--- config.mk ---
export PLATFORM = sky130hd
export DESIGN_NAME = cpu_run_control_breakpoints_top
export DESIGN_NICKNAME = d
export VERILOG_FILES = /design/src/hw/rtl/rcb_pkg.sv /design/src/hw/rtl/rcb_bp_table.sv /design/src/hw/rtl/rcb_run_ctl.sv /design/src/hw/rtl/cpu_run_control_breakpoints_top.sv
export SDC_FILE = /design/constraint.sdc
export NUM_CORES = 1
export LEC_CHECK = 0
export ABC_AREA = 1
export BUFFER_PORTS_ARGS = -buffer_cell sky130_fd_sc_hd__buf_2
export CAP_MARGIN = 20
export CORE_ASPECT_RATIO = 0.8
export CORE_MARGIN = 2
export CORE_UTILIZATION = 60
export CTS_CLUSTER_DIAMETER = 60
export DETAILED_ROUTE_END_ITERATION = 10
export GPL_TIMING_DRIVEN = 0
export HOLD_SLACK_MARGIN = 0.03
export MAX_ROUTING_LAYER = met4
export PLACE_DENSITY = 0.89
export SLEW_MARGIN = 40
export SYNTH_ARGS = -nofsm -noshare
export SYNTH_HDL_FRONTEND = slang
export SYNTH_SLANG_ARGS = --single-unit
--- constraint.sdc ---
create_clock -name clk -period 6.45 [get_ports clk]
set_clock_uncertainty 0.05 [all_clocks]
set_input_delay 0.9675 -clock clk [delete_from_list [all_inputs] [get_ports clk]]
set_output_delay 0.9675 -clock clk [all_outputs]
set_load 0.02 [all_outputs]
--- src/hw/rtl/rcb_pkg.sv ---
// rcb_pkg: shared types and constants for the cpu run-control / breakpoint block
// operation codes, request and result items, table lookup status
// no dependencies
package rcb_pkg;

    localparam int BP_SLOTS = 16;
    localparam logic [7:0] RTS_OPCODE = 8'h60;

    typedef enum logic [3:0] {
        OP_CHECK        = 4'd0,
        OP_TOGGLE_PAUSE = 4'd1,
        OP_RESUME       = 4'd2,
        OP_STEP         = 4'd3,
        OP_STEP_OVER    = 4'd4,
        OP_RUN_FREE     = 4'd5,
        OP_RUN_TO_RET   = 4'd6,
        OP_PAUSE        = 4'd7,
        OP_TOGGLE_BP    = 4'd8,
        OP_ADD_BP       = 4'd9,
        OP_REMOVE_BP    = 4'd10,
        OP_ENABLE_BP    = 4'd11,
        OP_CLEAR_BPS    = 4'd12,
        OP_QUERY_BP     = 4'd13
    } rcb_op_t;

    typedef enum logic [1:0] {
        MODE_FREE = 2'd0,
        MODE_STEP = 2'd1,
        MODE_RTR  = 2'd2
    } rcb_mode_t;

    typedef struct packed {
        logic [3:0]  operation;
        logic [15:0] address;
        logic [7:0]  opcode;
        logic        enable;
    } rcb_req_t;

    typedef struct packed {
        logic       pause_cpu;
        logic       breakpoint_active;
        logic [1:0] run_mode;
        logic       table_full;
    } rcb_result_t;

    // status of the breakpoint table for the item under work
    typedef struct packed {
        logic active;
        logic full;
    } rcb_lookup_t;

endpackage

--- src/hw/rtl/rcb_bp_table.sv ---
// rcb_bp_table: breakpoint slot table with parallel address compare
// add / remove / toggle / enable / clear, plus enabled-hit lookup
// depends on rcb_pkg
module rcb_bp_table #(
    parameter int SLOTS = rcb_pkg::BP_SLOTS
) (
    input  logic                clk,
    input  logic                rst_n,
    input  logic                valid,
    input  rcb_pkg::rcb_req_t   req,
    output rcb_pkg::rcb_lookup_t lookup
);
    import rcb_pkg::*;

    logic [SLOTS-1:0] used_reg;
    logic [SLOTS-1:0] used_next;
    logic [SLOTS-1:0] enabled_reg;
    logic [SLOTS-1:0] enabled_next;
    logic [15:0]      addr_reg [SLOTS];
    logic [15:0]      addr_next [SLOTS];

    logic [SLOTS-1:0] match;
    logic [SLOTS-1:0] free;
    logic [SLOTS-1:0] first_free;
    logic             hit;
    logic             want_insert;
    logic             do_insert;
    logic             do_free;

    always_comb
    begin
        for (int i = 0; i < SLOTS; i++)
        begin
            match[i] = used_reg[i] && (addr_reg[i] == req.address);
        end
        hit        = |match;
        free       = ~used_reg;
        // isolate lowest free slot
        first_free = free & (~free + SLOTS'(1));

        want_insert = !hit && (req.operation == OP_TOGGLE_BP || req.operation == OP_ADD_BP);
        do_insert   = valid && want_insert && (|free);
        do_free     = valid && hit
                      && (req.operation == OP_TOGGLE_BP || req.operation == OP_REMOVE_BP);

        lookup.active = |(match & enabled_reg);
        lookup.full   = want_insert && !(|free);
    end

    always_comb
    begin
        used_next    = used_reg;
        enabled_next = enabled_reg;
        for (int i = 0; i < SLOTS; i++)
        begin
            addr_next[i] = addr_reg[i];
        end

        if (do_insert)
        begin
            used_next    = used_reg | first_free;
            enabled_next = enabled_reg | first_free;
            for (int i = 0; i < SLOTS; i++)
            begin
                if (first_free[i])
                begin
                    addr_next[i] = req.address;
                end
            end
        end
        else if (do_free)
        begin
            used_next    = used_reg & ~match;
            enabled_next = enabled_reg & ~match;
            for (int i = 0; i < SLOTS; i++)
            begin
                if (match[i])
                begin
                    addr_next[i] = '0;
                end
            end
        end
        else if (valid && req.operation == OP_ENABLE_BP)
        begin
            enabled_next = (enabled_reg & ~match) | (match & {SLOTS{req.enable}});
        end
        else if (valid && req.operation == OP_CLEAR_BPS)
        begin
            used_next    = '0;
            enabled_next = '0;
            for (int i = 0; i < SLOTS; i++)
            begin
                addr_next[i] = '0;
            end
        end
    end

    always_ff @(posedge clk or negedge rst_n)
    begin
        if (!rst_n)
        begin
            used_reg    <= '0;
            enabled_reg <= '0;
        end
        else
        begin
            used_reg    <= used_next;
            enabled_reg <= enabled_next;
        end
    end

    // addresses only matter behind a used bit
    always_ff @(posedge clk)
    begin
        for (int i = 0; i < SLOTS; i++)
        begin
            addr_reg[i] <= addr_next[i];
        end
    end

endmodule

--- src/hw/rtl/rcb_run_ctl.sv ---
// rcb_run_ctl: run-control latches and the per-instruction pause decision
// depends on rcb_pkg; takes the enabled-hit flag from rcb_bp_table
module rcb_run_ctl (
    input  logic                 clk,
    input  logic                 rst_n,
    input  logic                 valid,
    input  rcb_pkg::rcb_req_t    req,
    input  rcb_pkg::rcb_lookup_t lookup,
    output logic                 pause_cpu,
    output rcb_pkg::rcb_mode_t   run_mode
);
    import rcb_pkg::*;

    logic        paused_reg,   paused_next;
    logic        step_reg,     step_next;
    logic        rtr_reg,      rtr_next;
    logic        pan_reg,      pan_next;
    logic        oneshot_reg,  oneshot_next;
    logic [15:0] os_addr_reg,  os_addr_next;

    always_comb
    begin
        paused_next  = paused_reg;
        step_next    = step_reg;
        rtr_next     = rtr_reg;
        pan_next     = pan_reg;
        oneshot_next = oneshot_reg;
        os_addr_next = os_addr_reg;
        pause_cpu    = 1'b0;

        if (valid)
        begin
            case (req.operation)
                OP_CHECK:
                begin
                    if (pan_reg)
                    begin
                        pan_next    = 1'b0;
                        paused_next = 1'b1;
                        pause_cpu   = 1'b1;
                    end
                    else if (step_reg)
                    begin
                        step_next = 1'b0;
                    end
                    else if (rtr_reg && req.opcode == RTS_OPCODE)
                    begin
                        // let the return execute, hold on the one after it
                        rtr_next = 1'b0;
                        pan_next = 1'b1;
                    end
                    else if (oneshot_reg && os_addr_reg == req.address)
                    begin
                        oneshot_next = 1'b0;
                        paused_next  = 1'b1;
                        pause_cpu    = 1'b1;
                    end
                    else if (lookup.active)
                    begin
                        paused_next = 1'b1;
                        pause_cpu   = 1'b1;
                    end
                    else
                    begin
                        pause_cpu = paused_reg;
                    end
                end
                OP_TOGGLE_PAUSE:
                begin
                    paused_next = !paused_reg;
                    if (paused_reg)
                    begin
                        step_next = 1'b0;
                    end
                end
                OP_RESUME:
                begin
                    paused_next = 1'b0;
                end
                OP_STEP:
                begin
                    rtr_next     = 1'b0;
                    pan_next     = 1'b0;
                    oneshot_next = 1'b0;
                    step_next    = 1'b1;
                    paused_next  = 1'b1;
                end
                OP_STEP_OVER:
                begin
                    os_addr_next = req.address;
                    oneshot_next = 1'b1;
                    paused_next  = 1'b0;
                end
                OP_RUN_FREE, OP_RUN_TO_RET:
                begin
                    rtr_next    = (req.operation == OP_RUN_TO_RET);
                    pan_next    = 1'b0;
                    step_next   = 1'b0;
                    paused_next = 1'b0;
                end
                OP_PAUSE:
                begin
                    rtr_next    = 1'b0;
                    pan_next    = 1'b0;
                    step_next   = 1'b0;
                    paused_next = 1'b1;
                end
                default:
                begin
                end
            endcase
        end

        if (rtr_next)
        begin
            run_mode = MODE_RTR;
        end
        else if (paused_next)
        begin
            run_mode = MODE_STEP;
        end
        else
        begin
            run_mode = MODE_FREE;
        end
    end

    always_ff @(posedge clk or negedge rst_n)
    begin
        if (!rst_n)
        begin
            paused_reg  <= 1'b0;
            step_reg    <= 1'b0;
            rtr_reg     <= 1'b0;
            pan_reg     <= 1'b0;
            oneshot_reg <= 1'b0;
            os_addr_reg <= '0;
        end
        else
        begin
            paused_reg  <= paused_next;
            step_reg    <= step_next;
            rtr_reg     <= rtr_next;
            pan_reg     <= pan_next;
            oneshot_reg <= oneshot_next;
            os_addr_reg <= os_addr_next;
        end
    end

endmodule

--- src/hw/rtl/cpu_run_control_breakpoints_top.sv ---
// cpu_run_control_breakpoints_top: debug run-control unit with breakpoint table
// input register, rcb_run_ctl and rcb_bp_table, result register
// depends on rcb_pkg, rcb_run_ctl, rcb_bp_table
//
// usage:
//   request channel: an item is taken at a rising edge with start high and
//   busy low. busy is never raised, so one item can enter every cycle.
//   result channel: done pulses for one cycle with result valid; every item
//   gives exactly one result, in order. the receiver cannot stall, so no
//   backpressure exists and nothing is buffered beyond the result register.
//   path: the input register holds the accepted item, the result register its result.
//   throughput: 1 item per cycle; the run latches and the slot table are
//   written at the same edge as the result, so the next item in the input
//   register always sees the updated state. the check decision compares the
//   address against all slots in parallel.
//   reset: rst_n low clears the run latches, the one-shot, all slot used and
//   enabled bits, and drops any item in flight.
module cpu_run_control_breakpoints_top #(
    parameter int BREAKPOINT_SLOTS = rcb_pkg::BP_SLOTS
) (
    input  logic                 clk,
    input  logic                 rst_n,
    input  logic                 start,
    output logic                 busy,
    input  rcb_pkg::rcb_req_t    request,
    output logic                 done,
    output rcb_pkg::rcb_result_t result
);
    import rcb_pkg::*;

    logic        req_valid_reg;
    rcb_req_t    req_reg;
    logic        done_reg;
    rcb_result_t result_reg;
    rcb_result_t result_next;

    rcb_lookup_t lookup;
    logic        pause_cpu;
    rcb_mode_t   run_mode;

    assign busy = 1'b0;

    always_ff @(posedge clk or negedge rst_n)
    begin
        if (!rst_n)
        begin
            req_valid_reg <= 1'b0;
            done_reg      <= 1'b0;
        end
        else
        begin
            req_valid_reg <= start && !busy;
            done_reg      <= req_valid_reg;
        end
    end

    always_ff @(posedge clk)
    begin
        if (start && !busy)
        begin
            req_reg <= request;
        end
        result_reg <= result_next;
    end

    rcb_bp_table #(
        .SLOTS (BREAKPOINT_SLOTS)
    ) u_table (
        .clk    (clk),
        .rst_n  (rst_n),
        .valid  (req_valid_reg),
        .req    (req_reg),
        .lookup (lookup)
    );

    rcb_run_ctl u_run_ctl (
        .clk       (clk),
        .rst_n     (rst_n),
        .valid     (req_valid_reg),
        .req       (req_reg),
        .lookup    (lookup),
        .pause_cpu (pause_cpu),
        .run_mode  (run_mode)
    );

    always_comb
    begin
        result_next.pause_cpu         = pause_cpu;
        result_next.breakpoint_active = (req_reg.operation == OP_QUERY_BP) && lookup.active;
        result_next.run_mode          = run_mode;
        result_next.table_full        = lookup.full;
    end

    assign done   = done_reg;
    assign result = result_reg;

`ifndef SYNTH
    a_latency: assert property (@(posedge clk) disable iff (!rst_n)
        (start && !busy) |=> ##1 done)
        else $error("accepted item gave no result two cycles later");

    a_pause_only_check: assert property (@(posedge clk) disable iff (!rst_n)
        (done && result.pause_cpu) |-> ($past(req_reg.operation) == OP_CHECK))
        else $error("pause_cpu raised for a non-check item");

    a_full_only_insert: assert property (@(posedge clk) disable iff (!rst_n)
        (done && result.table_full) |->
            ($past(req_reg.operation) == OP_ADD_BP
             || $past(req_reg.operation) == OP_TOGGLE_BP))
        else $error("table_full raised for an item that cannot insert");

    a_active_only_query: assert property (@(posedge clk) disable iff (!rst_n)
        (done && result.breakpoint_active) |-> ($past(req_reg.operation) == OP_QUERY_BP))
        else $error("breakpoint_active raised for a non-query item");
`endif

endmodule

==> flow_summary.ini <==
[routing]
drc = 0
post_drt_wl_per_cell_um = 20.2
first_pass_iters = 8
vias_per_cell = 5.69
routed-via-count = 12800
final_antenna_net_count = 0
wl_mm = 45.4
drtIter0Drc = 1428

[critical_path]
path_cells = buf_6, inv_1, nand2_1, nand2_1, nor2_1, nand2_1, nor2_1, and2_1, nand2_1, nand2_1, nor2_1, nand2_2, nor2_4, nand3b_4, buf_2, a21oi_1, nor3_4, buf_6
reg2reg_from = req_reg[9]
crit_path_top_delay_cell = nor2_1
crit_top_cell = nand2_1
cpLargestDelayFamily = simple AND/OR/NAND/NOR gates
arrival_ns = 4.17
max_stage_delay_ns = 0.52
worstRegToRegCells = 18
startpoint = req_reg[9]
rr_endpoint = u_table.addr_reg[1][77]
path_buf_inv = 4
crit_end = u_table.addr_reg[1][77]
reg2reg_slack_ns = 2.48
worstSetupPathType = flop to flop
cp.depth = 18
crit_path_end_kind = flop
cp-start-kind = flop
worstPathRequired_ns = 6.65
path_max_fanout = 10

[floorplan]
design.die.area_um2 = 29900
initial_utilization_pct = 60.8
core_area_um2 = 28100
die_w_um = 193
die_h_um = 155
rows = 55
pin_count = 39

[yosys]
yosysMostFrequentCell = nand2_1
syn-num-nets = 1799
synth_largest_area_cell = edfxtp_1
synth_warnings = 0
synth_edf_count = 285
avgSynthCellArea_um2 = 9.68
synth_area_um2 = 17100
synth_area_leaders = edfxtp_1 50%, nand2_1 12%, dfrtp_1 8.0%
synth_top_area_share_pct = 50.0
synthCells = 1767
synth_ff_type = edfxtp_1
ys_top_cells_by_count = 529 x nand2_1, 285 x edfxtp_1, 245 x nor2_1
async_reset_ff_share_pct = 15.9
ys_ff_latch = 345
synth_cell_types = 42
ys_seq_area_share_pct = 58.6

[cts]
ctsHoldBuffers = 0
cts_made_buffers = 36
cts_resized = 0
cts_num_sinks = 345
cts_post_setup_buffers_inserted = 0
cts_tree = done
clk_latency_ns = 0.57
cts.htree.levels = 2
cts_root_buf = clkbuf_16
clock_path_buffers = 3
clk_pin_slew_ns = 0.07

[timing]
drv_slew = 0
hold_ws_ns = 0.333
fin_tns_setup_ns = 0
hold_viol = 0
rsz0062_at_grt = false
max_freq_mhz = 252
period_minus_slack_ns = 3.97
fin_crit_sh_pct = 61.6
layout_setup_ws_ns = 2.48
slew_headroom_pct = 45.9
tightest_slew_ns = 0.810
final-setup-viol-count = 0

[global_route]
grt_pass1_vias = 11995
antenna_found_initial = 0
grt_pass1_wl_mm = 67.0
grt-ovfl-total = 0
grtUsageTotal_pct = 31.3
grt_max_degree = 56

[placement]
port_buffers = 37
place_inst = 2185
place.gp.congestion = 1.00
dp_hpwl_mm = 30.7
pre_cts_slack_ns = 2.57

[layout]
nets = 1886
antenna_cells = 0
post-route-util_pct = 68.7
drive_gt1_share_pct = 11.2
largest_register_ffs = 256
fin_cells = 2251
area_delta_synth_final_pct = 13.1

[worst_hold_path]
hold_class = primary input to asynchronous set/reset pin

[outcome]
status = complete, no violations

[power_and_ir_drop]
leakage_uw = 0.00797
ir_drop_mv = 0.304
p_per_area_nw_per_um2 = 286

[job]
drv_cap = 0
-- through the flow --
step                      power, µW  cell area, µm²
after floorplan                3160           17100
after global placement         3310           17800
after detailed placement       3380           18100
after CTS                      5530           19300
after global routing           5700           19300
final                          5530           19300
-- placed cells by master, fill, tap and decap left out, types with 3 or more instances in the layout --
master and instances:
and2_1 12, buf_12 5, nand3_1 36, nor2_2 16, dfxtp_1 5, nor2_4 15, nand3b_1 12, clkbuf_16 36
nand4_1 28, buf_6 29, buf_8 11, xnor2_1 17, buf_2 42, inv_2 7, o21ai_0 72, and2_4 3
bufinv_16 5, nor2_1 216, xor2_1 152, edfxtp_1 285, nand2_1 529, o211ai_1 13, dfrtp_1 55, a21oi_1 21
nor3_4 3, nand2_2 5, inv_4 4, nor3_1 13, clkbuf_1 19, inv_1 160, buf_4 12, clkinv_1 9
nor4_1 6
-- worst reg2reg max path: stages, from the launching register on --
cell,delay (ns)
edfxtp_1,0.35
buf_6,0.17
inv_1,0.18
nand2_1,0.11
nand2_1,0.05
nor2_1,0.09
nand2_1,0.08
nor2_1,0.52
and2_1,0.25
nand2_1,0.15
nand2_1,0.12
nor2_1,0.05
nand2_2,0.12
nor2_4,0.06
nand3b_4,0.11
buf_2,0.33
a21oi_1,0.13
nor3_4,0.48
buf_6,0.26
-- cell type report --
type	instances	area, µm²
buffer	67	617
fill	1932	8800
clock buffer	42	933
clock inverter	23	297
timing repair buffer	49	388
multi-input combinational	1184	5970
inverter	171	652
sequential	345	10000
tap	370	463
-- worst min-delay path by stage --
stage	endpoint	slack [ns]	depth (start not counted)	startpoint
6_report	u_table.used_reg[5]	0.33	1	rst_n
5_1_grt	u_table.used_reg[5]	0.37	1	rst_n
4_1_cts	u_run_ctl.os_addr_reg[0]	0.44	2	u_run_ctl.os_addr_reg[0]
3_5_place_dp	u_run_ctl.os_addr_reg[0]	0.43	2	u_run_ctl.os_addr_reg[0]
3_3_place_gp	u_run_ctl.os_addr_reg[0]	0.42	2	u_run_ctl.os_addr_reg[0]
2_1_floorplan	done	0.38	0	req_valid_reg
-- where the power goes --
| part | switching, µW | internal [µW] |
|---|---|---|
| clock network | 905 | 1260 |
| logic | 432 | 241 |
| registers | 106 | 2590 |
-- logic make-up (layout without fill, tap and decap cells) --
kind of cell | count (synthesis) | in the layout | share of synthesized area [%]
simple gates | 898 | 898 | 21.5
flops | 345 | 345 | 58.6
buf+inv | 238 | 352 | 7.41
xor+xnor | 169 | 169 | 8.65
compound gates | 116 | 116 | 3.76
other cells | 1 | 1 | 0.0219
-- layer usage --
| layer | vias to the layer above | wire length, µm | GRT usage, % |
|---|---|---|---|
| met5 | - | 0 | - |
| met4 | 0 | 1510 | 10.9 |
| met3 | 122 | 4610 | 6.38 |
| met2 | 680 | 21600 | 49.7 |
| met1 | 6129 | 17600 | 40.4 |
| li1 | 5869 | - | - |
Power figures use the tool's default switching activity.
